`src/ps2_gamepad_poll_decoder_assert.svh`:
```
// assertion macros used by the gamepad poll decoder sequencer rtl
// expects signals clk and rst_n in the including module
`ifndef PS2_GAMEPAD_POLL_DECODER_ASSERT_SVH
`define PS2_GAMEPAD_POLL_DECODER_ASSERT_SVH

// same-cycle implication, disabled during reset
`define PS2GP_ASSERT_IMPLIES(name, ante, cons) \
    name: assert property (@(posedge clk) disable iff (!rst_n) (ante) |-> (cons)) \
        else $error("ps2gp: same-cycle check failed");

// next-cycle implication, disabled during reset
`define PS2GP_ASSERT_NEXT(name, ante, cons) \
    name: assert property (@(posedge clk) disable iff (!rst_n) (ante) |=> (cons)) \
        else $error("ps2gp: next-cycle check failed");

`endif

```
`src/ps2gp_pkg.sv`:
```
// shared types and constants of the gamepad poll decoder
// no dependencies
`timescale 1ns / 1ps

package ps2gp_pkg;

    // frame geometry
    localparam int FRAME_BYTES_DEF = 9;
    localparam int STORE_DEPTH     = 9;
    localparam int STORE_IDX_W     = $clog2(STORE_DEPTH);
    localparam int QUEUE_DEPTH_DEF = 2;

    // protocol bytes
    localparam logic [7:0] CMD_START  = 8'h01;
    localparam logic [7:0] CMD_POLL   = 8'h42;
    localparam logic [7:0] CMD_FILL   = 8'hFF;
    localparam logic [7:0] HDR_OK     = 8'h5A;
    localparam logic [7:0] MODE_DIG   = 8'h41;
    localparam logic [7:0] MODE_ANA   = 8'h73;
    localparam logic [7:0] STICK_MID  = 8'h80;
    localparam logic [7:0] STICK_MAX  = 8'd127;
    localparam logic [7:0] STICK_MIN  = 8'h81;

    // configuration port
    localparam int          PADDR_W          = 3;
    localparam int          PDATA_W          = 32;
    localparam logic [0:0]  REG_DELAY_CYCLES = 1'b0;
    localparam logic [15:0] DELAY_RESET      = 16'd250;

    typedef struct packed {
        logic start_poll;
        logic data_line;
    } item_t;

    typedef struct packed {
        logic              select_pin;
        logic              clock_pin;
        logic              command_pin;
        logic              busy_res;
        logic              frame_done;
        logic [15:0]       buttons;
        logic [1:0]        stick_buttons;
        logic              analog_mode;
        logic signed [7:0] left_x;
        logic signed [7:0] left_y;
        logic signed [7:0] right_x;
        logic signed [7:0] right_y;
    } result_t;

endpackage

```
`src/ps2gp_fifo.sv`:
```
// small register queue used on the input and result sides
// depends on nothing outside this file
`timescale 1ns / 1ps

module ps2gp_fifo #(
    parameter int WIDTH = 2,
    parameter int DEPTH = 2
) (
    input  logic             clk,
    input  logic             rst_n,
    input  logic             push,
    input  logic [WIDTH-1:0] wdata,
    output logic             full,
    input  logic             pop,
    output logic [WIDTH-1:0] rdata,
    output logic             empty
);

    localparam int PTR_W = (DEPTH > 1) ? $clog2(DEPTH) : 1;
    localparam int CNT_W = $clog2(DEPTH + 1);
    localparam logic [PTR_W-1:0] PTR_LAST = PTR_W'(DEPTH - 1);
    localparam logic [CNT_W-1:0] CNT_FULL = CNT_W'(DEPTH);

    logic [WIDTH-1:0] slot_reg [DEPTH];
    logic [PTR_W-1:0] wr_ptr_reg, wr_ptr_next;
    logic [PTR_W-1:0] rd_ptr_reg, rd_ptr_next;
    logic [CNT_W-1:0] count_reg, count_next;
    logic             do_push;
    logic             do_pop;

    // status
    assign full    = (count_reg == CNT_FULL);
    assign empty   = (count_reg == '0);
    assign do_push = push && !full;
    assign do_pop  = pop && !empty;
    assign rdata   = slot_reg[rd_ptr_reg];

    // pointer and count update
    always_comb
    begin
        wr_ptr_next = wr_ptr_reg;
        rd_ptr_next = rd_ptr_reg;
        count_next  = count_reg;
        if (do_push)
        begin
            wr_ptr_next = (wr_ptr_reg == PTR_LAST) ? '0 : wr_ptr_reg + PTR_W'(1);
        end
        if (do_pop)
        begin
            rd_ptr_next = (rd_ptr_reg == PTR_LAST) ? '0 : rd_ptr_reg + PTR_W'(1);
        end
        if (do_push && !do_pop)
        begin
            count_next = count_reg + CNT_W'(1);
        end
        else if (do_pop && !do_push)
        begin
            count_next = count_reg - CNT_W'(1);
        end
    end

    always_ff @(posedge clk or negedge rst_n)
    begin
        if (!rst_n)
        begin
            wr_ptr_reg <= '0;
            rd_ptr_reg <= '0;
            count_reg  <= '0;
        end
        else
        begin
            wr_ptr_reg <= wr_ptr_next;
            rd_ptr_reg <= rd_ptr_next;
            count_reg  <= count_next;
        end
    end

    // payload storage
    always_ff @(posedge clk)
    begin
        if (do_push)
        begin
            slot_reg[wr_ptr_reg] <= wdata;
        end
    end

endmodule

```
`src/ps2gp_engine.sv`:
```
// serial bit sequencer and frame decoder, one step per request
// depends on ps2gp_pkg and the assertion macro header
`timescale 1ns / 1ps
`include "ps2_gamepad_poll_decoder_assert.svh"

module ps2gp_engine
    import ps2gp_pkg::*;
#(
    parameter int FRAME_BYTES = FRAME_BYTES_DEF
) (
    input  logic        clk,
    input  logic        rst_n,
    input  logic [15:0] delay_cycles,
    input  logic        in_valid,
    input  item_t       in_item,
    output logic        in_take,
    input  logic        out_full,
    output logic        out_push,
    output result_t     out_res
);

    localparam int BYTE_W = $clog2(FRAME_BYTES + 1);
    localparam logic [BYTE_W-1:0] LAST_BYTE   = BYTE_W'(FRAME_BYTES - 1);
    localparam logic [BYTE_W-1:0] STORE_LIMIT = BYTE_W'(STORE_DEPTH);

    localparam logic [1:0] PH_IDLE  = 2'd0;
    localparam logic [1:0] PH_HIGH1 = 2'd1;
    localparam logic [1:0] PH_LOW   = 2'd2;
    localparam logic [1:0] PH_HIGH2 = 2'd3;

    logic [1:0]        phase_reg, phase_next;
    logic [15:0]       wait_count_reg, wait_count_next;
    logic [2:0]        bit_index_reg, bit_index_next;
    logic [BYTE_W-1:0] byte_index_reg, byte_index_next;
    logic [7:0]        tx_reg, tx_next;
    logic [7:0]        rx_reg, rx_next;
    logic [7:0]        frame_store_reg [STORE_DEPTH];
    logic [7:0]        store_view [STORE_DEPTH];
    logic [15:0]       held_buttons_reg, held_buttons_next;
    logic [1:0]        held_stick_buttons_reg, held_stick_buttons_next;
    logic              held_mode_reg, held_mode_next;
    logic [7:0]        held_sticks_reg [4];
    logic [7:0]        held_sticks_next [4];

    logic              step;
    logic              frame_end;
    logic              store_we;
    logic [15:0]       delay_eff;
    logic [16:0]       wait_inc;
    logic              phase_end;
    logic [7:0]        inv_b3;
    logic [7:0]        inv_b4;
    logic [15:0]       keys;

    function automatic logic [7:0] dir_value(input logic plus, input logic minus);
        logic [7:0] v;
        begin
            v = 8'd0;
            if (plus && !minus)
            begin
                v = STICK_MAX;
            end
            else if (minus && !plus)
            begin
                v = STICK_MIN;
            end
            return v;
        end
    endfunction

    // one step whenever a request is waiting and the result queue has room
    assign step     = in_valid && !out_full;
    assign in_take  = step;
    assign out_push = step;

    // phase timing
    assign delay_eff = (delay_cycles == 16'd0) ? 16'd1 : delay_cycles;
    assign wait_inc  = {1'b0, wait_count_reg} + 17'd1;
    assign phase_end = (wait_inc >= {1'b0, delay_eff});

    // bit and byte sequencing
    always_comb
    begin
        phase_next      = phase_reg;
        wait_count_next = wait_count_reg;
        bit_index_next  = bit_index_reg;
        byte_index_next = byte_index_reg;
        tx_next         = tx_reg;
        rx_next         = rx_reg;
        frame_end       = 1'b0;
        store_we        = 1'b0;
        if (phase_reg == PH_IDLE)
        begin
            if (in_item.start_poll)
            begin
                phase_next      = PH_HIGH1;
                wait_count_next = '0;
                bit_index_next  = '0;
                byte_index_next = '0;
                tx_next         = CMD_START;
                rx_next         = '0;
            end
        end
        else
        begin
            // sample data on the first cycle of clock low
            if (phase_reg == PH_LOW && wait_count_reg == 16'd0)
            begin
                rx_next = {in_item.data_line, rx_reg[7:1]};
            end
            if (!phase_end)
            begin
                wait_count_next = wait_inc[15:0];
            end
            else
            begin
                wait_count_next = '0;
                case (phase_reg)
                    PH_HIGH1:
                    begin
                        phase_next = PH_LOW;
                    end
                    PH_LOW:
                    begin
                        phase_next = PH_HIGH2;
                    end
                    default:
                    begin
                        tx_next = {1'b0, tx_reg[7:1]};
                        if (bit_index_reg != 3'd7)
                        begin
                            bit_index_next = bit_index_reg + 3'd1;
                            phase_next     = PH_HIGH1;
                        end
                        else
                        begin
                            store_we       = (byte_index_reg < STORE_LIMIT);
                            bit_index_next = '0;
                            if (byte_index_reg == LAST_BYTE)
                            begin
                                phase_next      = PH_IDLE;
                                byte_index_next = '0;
                                frame_end       = 1'b1;
                            end
                            else
                            begin
                                byte_index_next = byte_index_reg + BYTE_W'(1);
                                tx_next = (byte_index_reg == '0) ? CMD_POLL : CMD_FILL;
                                phase_next = PH_HIGH1;
                            end
                        end
                    end
                endcase
            end
        end
    end

    // frame bytes as they stand after this step's write
    always_comb
    begin
        for (int i = 0; i < STORE_DEPTH; i++)
        begin
            store_view[i] = (store_we && byte_index_reg[STORE_IDX_W-1:0] == STORE_IDX_W'(i))
                            ? rx_next : frame_store_reg[i];
        end
    end

    // button and stick decode at frame end, only behind a valid header byte
    assign inv_b3 = ~store_view[3];
    assign inv_b4 = ~store_view[4];
    assign keys   = {inv_b4, inv_b3 & 8'hF9};

    always_comb
    begin
        held_buttons_next       = held_buttons_reg;
        held_stick_buttons_next = held_stick_buttons_reg;
        held_mode_next          = held_mode_reg;
        for (int s = 0; s < 4; s++)
        begin
            held_sticks_next[s] = held_sticks_reg[s];
        end
        if (frame_end && store_view[2] == HDR_OK)
        begin
            held_buttons_next = keys;
            if (store_view[1] == MODE_DIG)
            begin
                held_mode_next      = 1'b0;
                held_sticks_next[0] = dir_value(keys[5], keys[7]);
                held_sticks_next[1] = dir_value(keys[4], keys[6]);
                held_sticks_next[2] = dir_value(keys[13], keys[15]);
                held_sticks_next[3] = dir_value(keys[12], keys[14]);
            end
            else if (store_view[1] == MODE_ANA)
            begin
                held_mode_next          = 1'b1;
                held_stick_buttons_next = inv_b3[2:1];
                held_sticks_next[0]     = store_view[7] - STICK_MID;
                held_sticks_next[1]     = STICK_MAX - store_view[8];
                held_sticks_next[2]     = store_view[5] - STICK_MID;
                held_sticks_next[3]     = STICK_MAX - store_view[6];
            end
        end
    end

    // control and held state
    always_ff @(posedge clk or negedge rst_n)
    begin
        if (!rst_n)
        begin
            phase_reg              <= PH_IDLE;
            wait_count_reg         <= '0;
            bit_index_reg          <= '0;
            byte_index_reg         <= '0;
            tx_reg                 <= '0;
            rx_reg                 <= '0;
            held_buttons_reg       <= '0;
            held_stick_buttons_reg <= '0;
            held_mode_reg          <= 1'b0;
            for (int s = 0; s < 4; s++)
            begin
                held_sticks_reg[s] <= '0;
            end
        end
        else if (step)
        begin
            phase_reg              <= phase_next;
            wait_count_reg         <= wait_count_next;
            bit_index_reg          <= bit_index_next;
            byte_index_reg         <= byte_index_next;
            tx_reg                 <= tx_next;
            rx_reg                 <= rx_next;
            held_buttons_reg       <= held_buttons_next;
            held_stick_buttons_reg <= held_stick_buttons_next;
            held_mode_reg          <= held_mode_next;
            for (int s = 0; s < 4; s++)
            begin
                held_sticks_reg[s] <= held_sticks_next[s];
            end
        end
    end

    // received frame bytes
    always_ff @(posedge clk)
    begin
        if (step && store_we)
        begin
            frame_store_reg[byte_index_reg[STORE_IDX_W-1:0]] <= rx_next;
        end
    end

    // result of this step
    always_comb
    begin
        if (phase_next == PH_IDLE)
        begin
            out_res.select_pin  = 1'b1;
            out_res.clock_pin   = 1'b1;
            out_res.command_pin = 1'b1;
            out_res.busy_res    = 1'b0;
        end
        else
        begin
            out_res.select_pin  = 1'b0;
            out_res.clock_pin   = (phase_next != PH_LOW);
            out_res.command_pin = tx_next[0];
            out_res.busy_res    = 1'b1;
        end
        out_res.frame_done    = frame_end;
        out_res.buttons       = held_buttons_next;
        out_res.stick_buttons = held_stick_buttons_next;
        out_res.analog_mode   = held_mode_next;
        out_res.left_x        = $signed(held_sticks_next[0]);
        out_res.left_y        = $signed(held_sticks_next[1]);
        out_res.right_x       = $signed(held_sticks_next[2]);
        out_res.right_y       = $signed(held_sticks_next[3]);
    end

    // checks
    `PS2GP_ASSERT_NEXT(a_done_goes_idle, step && frame_end, phase_reg == PH_IDLE)
    `PS2GP_ASSERT_IMPLIES(a_idle_counters_clear, phase_reg == PH_IDLE,
        wait_count_reg == '0 && bit_index_reg == '0 && byte_index_reg == '0)
    `PS2GP_ASSERT_NEXT(a_stall_holds_state, !step,
        $stable(phase_reg) && $stable(wait_count_reg) && $stable(rx_reg))

endmodule

```
`src/ps2_gamepad_poll_decoder.sv`:
```
// gamepad poll decoder: one result per request; on its way to the result ports
// a request passes the input queue, then the sequencer step
// throughput one request per cycle while the result queue has room
// the serial frame spans FRAME_BYTES * 8 * 3 * max(delay_cycles, 1) requests
// rst_n clears the queues, sequencer, held decode and sets delay_cycles to 250
`timescale 1ns / 1ps

module ps2_gamepad_poll_decoder
    import ps2gp_pkg::*;
#(
    parameter int FRAME_BYTES = FRAME_BYTES_DEF,
    parameter int QUEUE_DEPTH = QUEUE_DEPTH_DEF
) (
    input  logic               clk,
    input  logic               rst_n,
    // request side
    input  logic               push,
    output logic               full,
    input  item_t              item,
    // result side
    output logic               empty,
    input  logic               pop,
    output result_t            result,
    // configuration
    input  logic               psel,
    input  logic               penable,
    input  logic               pwrite,
    input  logic [PADDR_W-1:0] paddr,
    input  logic [PDATA_W-1:0] pwdata,
    output logic [PDATA_W-1:0] prdata,
    output logic               pready
);

    logic [15:0]            delay_cycles_reg, delay_cycles_next;
    logic                   cfg_write;
    logic                   sel_delay;
    logic [$bits(item_t)-1:0]   in_q_data;
    logic [$bits(result_t)-1:0] out_q_data;
    logic                   in_q_empty;
    logic                   in_take;
    logic                   out_full;
    logic                   out_push;
    result_t                step_res;

    // register access
    assign pready    = 1'b1;
    assign cfg_write = psel && penable && pwrite && pready;
    assign sel_delay = (paddr[PADDR_W-1:2] == REG_DELAY_CYCLES);
    assign prdata    = sel_delay ? {16'd0, delay_cycles_reg} : '0;
    assign delay_cycles_next = (cfg_write && sel_delay) ? pwdata[15:0] : delay_cycles_reg;

    always_ff @(posedge clk or negedge rst_n)
    begin
        if (!rst_n)
        begin
            delay_cycles_reg <= DELAY_RESET;
        end
        else
        begin
            delay_cycles_reg <= delay_cycles_next;
        end
    end

    // front: request queue
    ps2gp_fifo #(
        .WIDTH ($bits(item_t)),
        .DEPTH (QUEUE_DEPTH)
    ) u_in_q (
        .clk   (clk),
        .rst_n (rst_n),
        .push  (push),
        .wdata (item),
        .full  (full),
        .pop   (in_take),
        .rdata (in_q_data),
        .empty (in_q_empty)
    );

    // back: sequencer and decoder
    ps2gp_engine #(
        .FRAME_BYTES (FRAME_BYTES)
    ) u_engine (
        .clk          (clk),
        .rst_n        (rst_n),
        .delay_cycles (delay_cycles_reg),
        .in_valid     (!in_q_empty),
        .in_item      (item_t'(in_q_data)),
        .in_take      (in_take),
        .out_full     (out_full),
        .out_push     (out_push),
        .out_res      (step_res)
    );

    // result queue
    ps2gp_fifo #(
        .WIDTH ($bits(result_t)),
        .DEPTH (QUEUE_DEPTH)
    ) u_out_q (
        .clk   (clk),
        .rst_n (rst_n),
        .push  (out_push),
        .wdata (step_res),
        .full  (out_full),
        .pop   (pop),
        .rdata (out_q_data),
        .empty (empty)
    );

    assign result = result_t'(out_q_data);

endmodule

```
`config.mk`:
```
export PLATFORM = sky130hd
export DESIGN_NAME = ps2_gamepad_poll_decoder
export DESIGN_NICKNAME = d
export VERILOG_FILES = /design/src/ps2gp_pkg.sv /design/src/ps2gp_fifo.sv /design/src/ps2gp_engine.sv /design/src/ps2_gamepad_poll_decoder.sv
export VERILOG_INCLUDE_DIRS = /design/src /design/src/src
export SDC_FILE = /design/constraint.sdc
export NUM_CORES = 1
export LEC_CHECK = 0
export BUFFER_PORTS_ARGS = -buffer_cell sky130_fd_sc_hd__buf_2
export CAP_MARGIN = 20
export CORE_ASPECT_RATIO = 0.9
export CORE_MARGIN = 4
export CORE_UTILIZATION = 30
export DETAILED_ROUTE_END_ITERATION = 10
export PLACE_DENSITY_LB_ADDON = 0.3
export SYNTH_ARGS = -nofsm -noshare
export SYNTH_HDL_FRONTEND = slang
export SYNTH_HIERARCHICAL = 1
export SYNTH_SLANG_ARGS = --single-unit
```
`constraint.sdc`:
```
create_clock -name clk -period 5.1 [get_ports clk]
set_input_delay 0.255 -clock clk [delete_from_list [all_inputs] [get_ports clk]]
set_output_delay 0.255 -clock clk [all_outputs]
set_load 0.03 [all_outputs]
```
# Word level (Yosys, flattened, before mapping)
# Memory sizes are Yosys's and may differ from the RTL's.
# Cells that the tools add are included.
[op_classes]
addsub = 15
magnitude_cmp = 2
n_eq_ne = 20
mux = 82
bitwise = 3
n_reduce_logical = 61
[ops]
columns = ["cell", "count"]
rows = [
  ["two-way mux 8 bit", 26],
  ["two-way mux 16 bit", 6],
  ["two-way mux 32 bit", 3],
  ["zero test 16 bit", 2],
  ["logical AND 1 bit", 31],
  ["two-way mux 4 bit", 7],
  ["== test 8 x 7 -> 1 bit, second input constant", 3],
  ["two-way mux 1 bit", 23],
  ["two-way mux 2 bit", 11],
  ["adder 16 x 1 -> 17 bit, second input constant", 1],
  ["greater-or-equal comparator 17 x 16 -> 1 bit", 1],
  ["== test 4 x 3 -> 1 bit, second input constant", 4],
  ["zero test 1 bit", 16],
  ["NOT 8 bit", 2],
  ["subtractor 7 x 8 -> 8 bit, first input constant", 2],
  ["subtractor 8 bit, second input constant", 2],
  ["two-way mux 3 bit", 5],
  ["== test 4 x 2 -> 1 bit, second input constant", 2],
  ["zero test 2 bit", 4],
  ["== test 2 bit, second input constant", 3],
  ["nonzero test 2 bit", 3],
  ["AND reduction 5 bit", 1],
  ["adder 1 bit, second input constant", 4],
  ["adder 2 x 1 -> 2 bit, second input constant", 2],
  ["16 further kinds", 19],
]
[totals]
register_bits = 116
mem_bits_rw = 188
inputBits = 44
out_inout_bits = 91
wordCells = 207
memories = 3
[mem_list]
columns = ["memory", "depth", "word_bits", "rd", "rd_ports_with_merged_regs", "wr", "line", "source"]
rows = [
  ["u_out_q.slot_reg", 2, 56, 1, 0, 1, "ps2gp_fifo.sv:24", "logic [WIDTH-1:0] slot_reg [DEPTH];"],
  ["u_engine.frame_store_reg", 9, 8, 8, 0, 1, "ps2gp_engine.sv:37", "logic [7:0] frame_store_reg [STORE_DEPTH];"],
  ["u_in_q.slot_reg", 2, 2, 1, 0, 1, "ps2gp_fifo.sv:24", ""],
]

# Depth between registers and ports, before layout
# Gate-level depths: netlist (run 1).
[depth]
word_depth = 14
ltp_mapped = 20
mapped_depth_nobuf = 18

# Modules after synthesis
# The synthesis (run 1) kept the hierarchy.
[by_module_without_submodules]
columns = ["mod", "n_inst", "cells_per_inst", "area_each_um2", "seq_area_each_um2"]
rows = [
  ["ps2gp_engine", 1, 825, 8355.5, 4043.9],
  ["ps2gp_fifo at u_out_q", 1, 193, 4357.9, 3463.3],
  ["ps2_gamepad_poll_decoder", 1, 71, 910.9, 407.9],
  ["ps2gp_fifo at u_in_q", 1, 25, 339.1, 220.2],
]

# Least setup slack after synthesis (run 1)
# Ideal clock, no wire load.
[synth_timing]
path_type = "register to register"
startpoint = "register u_engine.wait_count_reg[2]"
endpoint = "memory u_out_q/slot_reg[0][16] in the netlist's numbering, data pin"
setup_ps = 272
arrival_time_ps = 4085
t_required_ps = 4828
slack_ps = 742
stages_incl_launch_ff = 19
path_buffers = 2
synth_period_minus_slack_ps = 4358
cell_sequence = "dfrtp_1 > clkbuf_1 > nand3_1 > or3_1 > nor2_1 > xor2_1 > ha_1 > nand3_1 > o221a_2 > o22a_1 > o211a_1 > nor2_1 > and3_1 > clkbuf_1 > mux2_2 > ha_1 > inv_1 > o22ai_1 > a21oi_1"
[synth_rtl]
columns = ["item", "line", "source"]
rows = [
  ["start, declared", "ps2gp_engine.sv:32", "logic [15:0] wait_count_reg, wait_count_next;"],
  ["start signal, assigned", "ps2gp_engine.sv:227", "wait_count_reg <= wait_count_next;"],
  ["end, declared", "ps2gp_fifo.sv:24", ""],
]

==> results.cfg, run 1 <==
[floorplan]
die_width_um = 235
floorplan.io_pins = 135
placementRows = 74
die-area_um2 = 50100
design.core.area_um2 = 45700
chipHeight_um = 213
initial_core_util = 0.305

[pwr]
power_density_nw_per_um2 = 504
internal-power_uw = 5400
p_comb_frac = 0.312
net-switching-power_uw = 2860
clkPwrFrac = 0.294
static-leakage-power_uw = 0.00662
power_frac_seq = 0.395
power_switching_share = 0.346
ir_drop_mv = 0.230

[run]
drv.max_cap_violation_count = 0

[cells_and_area]
fill_cells = 4498
post_route_cells_drive_above_1_share = 0.241
antennaDiodeCount = 0
seqCellArea_um2 = 8140
largest_reg_flops = 112
design.final.nets = 1323
multi_input_comb_area_um2 = 5290
area_growth_pct = 17.4

[synthesis]
synth-adder-area-share = 0.0323
synthMostInstantiatedCell = sky130_fd_sc_hd__edfxtp_1
largest_family_of_logic_cells_by_synthesized_area = compound AO/OA/AOI/OAI gates
syn_area_um2 = 14000
synth-edff-count = 174
synth.distinct_cells = 77
yosys_top_cell_by_area = sky130_fd_sc_hd__edfxtp_1
synth-simple-area-share = 0.106
synth_top_cells_by_count = sky130_fd_sc_hd__edfxtp_1 (174), sky130_fd_sc_hd__nand2_1 (140), sky130_fd_sc_hd__dfrtp_1 (110), sky130_fd_sc_hd__mux2_2 (60), sky130_fd_sc_hd__o21ai_0 (53)
yosys_register_bits = 290
synthXorXnorAreaFrac = 0.0151
yosys_most_used_dff = sky130_fd_sc_hd__edfxtp_1
post_synthesis_compound_gate_area_fraction = 0.113
synth-async-reset-ratio = 0.400
synth_largest_type_area_fraction = 0.374
synthTopCellsByArea = sky130_fd_sc_hd__edfxtp_1 (37%), sky130_fd_sc_hd__dfrtp_1 (20%), sky130_fd_sc_hd__mux2_2 (4.8%)
synth.mux.area_fraction = 0.107
post_synth.cell_area_avg_um2 = 12.5
synthesis.yosys.warnings = 6
postSynthCellCount = 1114
synth.yosys.seq_area_share = 0.583

[drt]
detail_route.wirelength.met1_mm = 14.8
drt-wirelength-per-cell_um = 17.1
routed-wl-met2_mm = 15.4
dr_iter_0_viols = 515
drc = 0
postRouteAntennaNets = 0
dr_wl_met3_mm = 1.20
postRouteWirelength_mm = 32.1
dr_total_vias = 8866
detail_route.vias_per_cell = 4.72
maxUsedRoutingLayer = met4
first_pass_iters = 5

[place]
gpl.final_weighted_congestion = 0.811
detailed_place_hpwl_mm = 21.3
port_buffers = 99

[setup_path]
crit_required_ps = 5320
timing.critical_path.fanout_max = 8
critical_path_class = register to register
critical_path.endpoint_type = register
data_arrival_at_the_endpoint_of_the_critical_path_ps = 4920
setup.worst_path.start_class = register

[sta]
hold_slack_ps = 76.6
fin_worst_skew_ps = 17.6
report.final.hold_viol_count = 0
fin_crit_ps = 4700
final_min_period_over_clock_period = 0.921
clock.fmax_mhz = 213
setup_repair_after_global_routing_missed_its_margin = no
setup_tns_ps = 0
slew_headroom = 0.359
setup-violations-final = 0
timing.final.max_slew_violations = 0
worst_pin_slew_ps = 961

[clocking]
cts_resized = 0
cts_max_path_buffers = 3
cts_htree_levels = 2
ctsRootBufferMaster = sky130_fd_sc_hd__clkbuf_16
cts.repair_timing.setup_buffer_count = 0
tritoncts = yes
cts_inserted_buffers = 34
numClockSinks = 290
clk_latency_ps = 520
cts.clk_slew.worst_paths_ps = 50

[hold_path]
worst_min_delay_path_category = primary input to register

[status]
status = completed

[grt]
grt_first_pass_wirelength_mm = 50.7
grt_use_total = 0.126
global_route.overflow_total = 0
grt_max_degree = 66
first_global_vias = 8790
antenna_found_initial = 0
cells in the final DEF, fill, tap and decap left out, types with 17 or more instances in the layout:
| master | synthesis | layout |
|---|---|---|
| sky130_fd_sc_hd__mux2_4 | 40 | 40 |
| sky130_fd_sc_hd__ha_1 | 36 | 36 |
| sky130_fd_sc_hd__o211ai_1 | 50 | 50 |
| sky130_fd_sc_hd__nor2_1 | 45 | 44 |
| sky130_fd_sc_hd__buf_2 | 4 | 98 |
| sky130_fd_sc_hd__o21ai_0 | 53 | 53 |
| sky130_fd_sc_hd__nand3_1 | 17 | 17 |
| sky130_fd_sc_hd__conb_1 | 2 | 17 |
| sky130_fd_sc_hd__mux2i_1 | 22 | 22 |
| sky130_fd_sc_hd__inv_1 | 50 | 50 |
| sky130_fd_sc_hd__clkbuf_16 | 0 | 35 |
| sky130_fd_sc_hd__mux2_2 | 60 | 60 |
| sky130_fd_sc_hd__buf_4 | 20 | 28 |
| sky130_fd_sc_hd__a21oi_1 | 30 | 30 |
| sky130_fd_sc_hd__nand2_1 | 140 | 140 |
| sky130_fd_sc_hd__dfrtp_1 | 110 | 109 |
| sky130_fd_sc_hd__dlygate4sd3_1 | 0 | 19 |
| sky130_fd_sc_hd__a22o_1 | 21 | 21 |
| sky130_fd_sc_hd__nor2b_1 | 19 | 19 |
| sky130_fd_sc_hd__edfxtp_1 | 174 | 174 |
path summary, 6_finish.rpt:
check                                           startpoint                           to  slack, ps  cells past startpoint
worst max-delay path            u_engine/wait_count_reg[0]      u_out_q/slot_reg[0][25]        400                     16
max in group asynchronous                            rst_n  u_engine/wait_count_reg[12]       3400                      3
min in group asynchronous                            rst_n          delay_cycles_reg[0]        400                      2
worst min register to register          u_engine/tx_reg[4]           u_engine/tx_reg[4]        470                      2
worst max register to register  u_engine/wait_count_reg[0]      u_out_q/slot_reg[0][25]        400                     16
worst min-delay path                                  push            u_in_q/wr_ptr_reg         80                      3
worst max-delay path, cell delays in order, from the launching register on:
cell                       delay, ps
sky130_fd_sc_hd__dfrtp_1         420
sky130_fd_sc_hd__ha_1            290
sky130_fd_sc_hd__nand3_1          90
sky130_fd_sc_hd__or3_1           410
sky130_fd_sc_hd__nor2_1          160
sky130_fd_sc_hd__xor2_1          100
sky130_fd_sc_hd__ha_1            300
sky130_fd_sc_hd__nand3_1         100
sky130_fd_sc_hd__nor3_1          250
sky130_fd_sc_hd__nand2_1         100
sky130_fd_sc_hd__o211a_1         410
sky130_fd_sc_hd__nor2_1          220
sky130_fd_sc_hd__and3_1          430
sky130_fd_sc_hd__mux2_2          460
sky130_fd_sc_hd__ha_1            240
sky130_fd_sc_hd__nand2_1         220
sky130_fd_sc_hd__o211ai_1        180
power groups by stage:
stage / registers, µW / logic, µW / clock network [µW]
floorplan: 3210 / 1990 / 0
global placement: 3290 / 2620 / 0
detailed placement: 3310 / 2640 / 0
CTS: 3270 / 2660 / 2520
global route: 3310 / 2820 / 2620
finish: 3260 / 2570 / 2420
area by class of cell:
cell class	count	share of cell area
clock buffer	49	0.0579
clock inverter	13	0.0105
inverter	51	0.0117
multi-input combinational	721	0.323
sequential	290	0.496
tap	608	0.0464
timing repair buffer	145	0.0543
through the flow:
step           setup WS, ps  total power, µW  instances  cell area [µm²]  utilization
2_1_floorplan           742             5200       1129            14000            -
3_3_place_gp            503             5920       1796            15100        0.330
3_5_place_dp            459             5960       1796            15100        0.330
4_1_cts                 389             8450       1877            16400        0.358
5_1_grt                86.0             8750       1877            16400        0.358
6_report                401             8260       1877            16400        0.358
routing by layer:
metal  up-vias  track usage
met1      4373        0.173
met4         0       0.0342
met3        42       0.0194
li1       4298            -
met2       153        0.209
met5         -            0
kinds of logic after synthesis:
| kind of cell | Yosys count |
|---|---|
| compound gates | 220 |
| fa+ha+maj | 36 |
| xor+xnor | 24 |
| flops | 290 |
| buf+inv | 118 |
| simple gates | 302 |
| mux | 122 |
| other cells | 2 |
what timing repair did:
action                                  in CTS  in global routing
endpoints found under the setup margin       0                  0
endpoints found under the hold margin       78                  0
hold buffers                                19                  0
(Power assumes the default switching activity.)
==> run 2, diff against run 1 <==
--- a/config.mk
+++ b/config.mk
@@ -6,7 +6,7 @@
 export SDC_FILE = /design/constraint.sdc
 export NUM_CORES = 1
 export LEC_CHECK = 0
-export BUFFER_PORTS_ARGS = -buffer_cell sky130_fd_sc_hd__buf_2
+export BUFFER_PORTS_ARGS = -buffer_cell sky130_fd_sc_hd__buf_4
 export CAP_MARGIN = 20
 export CORE_ASPECT_RATIO = 0.9
 export CORE_MARGIN = 4
==> results.cfg, run 2 (same netlist as run 1, synthesis figures left out) <==
[setup_path]
crit_end = u_out_q/slot_reg[0][25]
path_cells = ha_1, nand3_1, or3_1, nor2_1, xor2_1, ha_1, nand3_1, nor3_1, nand2_1, o211a_1, nor2_1, and3_1, mux2_2, ha_1, nand2_1, o211ai_1
reg2reg_setup_slack_ps = 360
critical_path.endpoint_type = register
timing.critical_path.from = u_engine/wait_count_reg[0]
cpPeakStageDelay_ps = 480
r2r.worst_path.cells = 16
critical_path_class = register to register
crit_required_ps = 5390
r2r-end = u_out_q/slot_reg[0][25]
setup.worst_path.start_class = register
crit_path_frequent_cell = sky130_fd_sc_hd__ha_1
r2r-start = u_engine/wait_count_reg[0]
data_arrival_at_the_endpoint_of_the_critical_path_ps = 5030
timing.critical_path.fanout_max = 8
critical-path-slowest-cell = sky130_fd_sc_hd__and3_1

[clocking]
cts.clk_slew.worst_paths_ps = 60
ctsRootBufferMaster = sky130_fd_sc_hd__clkbuf_16
clk_latency_ps = 590
cts_max_path_buffers = 3
cts_resized = 0
tritoncts = yes
cts_inserted_buffers = 31
numClockSinks = 290
cts.repair_timing.setup_buffer_count = 0
cts_htree_levels = 1

[sta]
clock.fmax_mhz = 211
slew_headroom = 0.321
setup_repair_after_global_routing_missed_its_margin = no
worst_pin_slew_ps = 1020
fin_crit_ps = 4740
final_min_period_over_clock_period = 0.930
timing.final.max_slew_violations = 0
setup_tns_ps = 0
setup_ws_ps = 356
report.final.hold_viol_count = 0
fin_worst_skew_ps = 23.0
setup-violations-final = 0

[cells_and_area]
post_route_cells_drive_above_1_share = 0.241
final_common_cell = sky130_fd_sc_hd__edfxtp_1
final_cells = 1872
final_core_util = 0.362
antennaDiodeCount = 0
largest_reg_flops = 112
most-common-layout-cells = sky130_fd_sc_hd__edfxtp_1 (174), sky130_fd_sc_hd__nand2_1 (140), sky130_fd_sc_hd__buf_4 (124)
design.final.nets = 1320
area_growth_pct = 18.4

[drt]
drt-wirelength-per-cell_um = 17.2
maxUsedRoutingLayer = met4
postRouteWirelength_mm = 32.2
first_pass_iters = 5
detail_route.wirelength.met1_mm = 15.0
postRouteAntennaNets = 0
routed-wl-met2_mm = 15.4
dr_total_vias = 8968
dr_iter_0_viols = 686
detail_route.vias_per_cell = 4.79
drc = 0
dr_wl_met3_mm = 1.13

[hold_path]
worst_min_delay_path_category = primary input to register

[pwr]
ir_drop_mv = 0.226
static-leakage-power_uw = 0.00665
power_density_nw_per_um2 = 500

[grt]
antenna_found_initial = 0
grt_max_degree = 61
first_global_vias = 8863
global_route.overflow_total = 0
grt_first_pass_wirelength_mm = 50.1
grt_use_total = 0.124

[place]
gpl.final_weighted_congestion = 0.788
port_buffers = 99
detailed_place_hpwl_mm = 21.6
place_ws_ps = 333
numPlacedInstances = 1794

[floorplan]
initial_core_util = 0.305
die_width_um = 235
floorplan.io_pins = 135
die-area_um2 = 50100
design.core.area_um2 = 45700
chipHeight_um = 213
placementRows = 74

[run]
drv.max_cap_violation_count = 0

[status]
status = completed
run 2: worst min path at each step:
stage | startpoint | endpoint | slack, ps | cells past startpoint
final | pop | u_out_q/rd_ptr_reg | 30 | 3
after detailed placement | rst_n | delay_cycles_reg[0] | 420 | 1
after floorplan | rst_n | delay_cycles_reg[0] | -40 | 0
after global placement | rst_n | delay_cycles_reg[0] | 400 | 1
after CTS | pop | u_out_q/rd_ptr_reg | 4 | 3
after global routing | pop | u_out_q/rd_ptr_reg | 50 | 3
run 2: metal layers:
layer / global-route usage / vias up
li1: - / 4285
met5: 0 / -
met3: 0.0190 / 54
met4: 0.0306 / 0
met2: 0.209 / 182
met1: 0.170 / 4447
run 2: what timing repair did:
| item | CTS | global route |
|---|---|---|
| hold buffers | 20 | 0 |
| setup endpoints to repair | 0 | 0 |
| hold endpoints to repair | 74 | 0 |
run 2: cell type report:
type / count / area [µm²]
fill: 4518 / 29200
timing repair buffer: 145 / 1150
clock buffer: 40 / 850
tap: 608 / 761
multi-input combinational: 721 / 5300
clock inverter: 17 / 150
inverter: 51 / 191
sequential: 290 / 8140
run 2: worst max-delay path: cells and delay by family, from the launching register on:
family,cells,cell delay (ps)
AO/OA/AOI/OAI,2,460
adder cells (fa/ha/maj),3,710
XOR/XNOR,1,230
AND/OR/NAND/NOR,9,2200
flip-flops,1,410
multiplexers,1,450
run 2: stage by stage:
step	cell area (µm²)	hold WS, ps	power (µW)
6_report	16500	27.6	8270
5_1_grt	16500	49.0	8710
4_1_cts	16500	4.39	8420
3_5_place_dp	15300	421	6150
3_3_place_gp	15300	400	6110
2_1_floorplan	14000	-40.6	5200
run 2: where the power goes:
group	switching, µW	internal [µW]	leakage [µW]
registers	209	3030	0.00316
clock network	941	1280	0.000496
logic	1730	1090	0.00299
total	2880	5390	0.00665
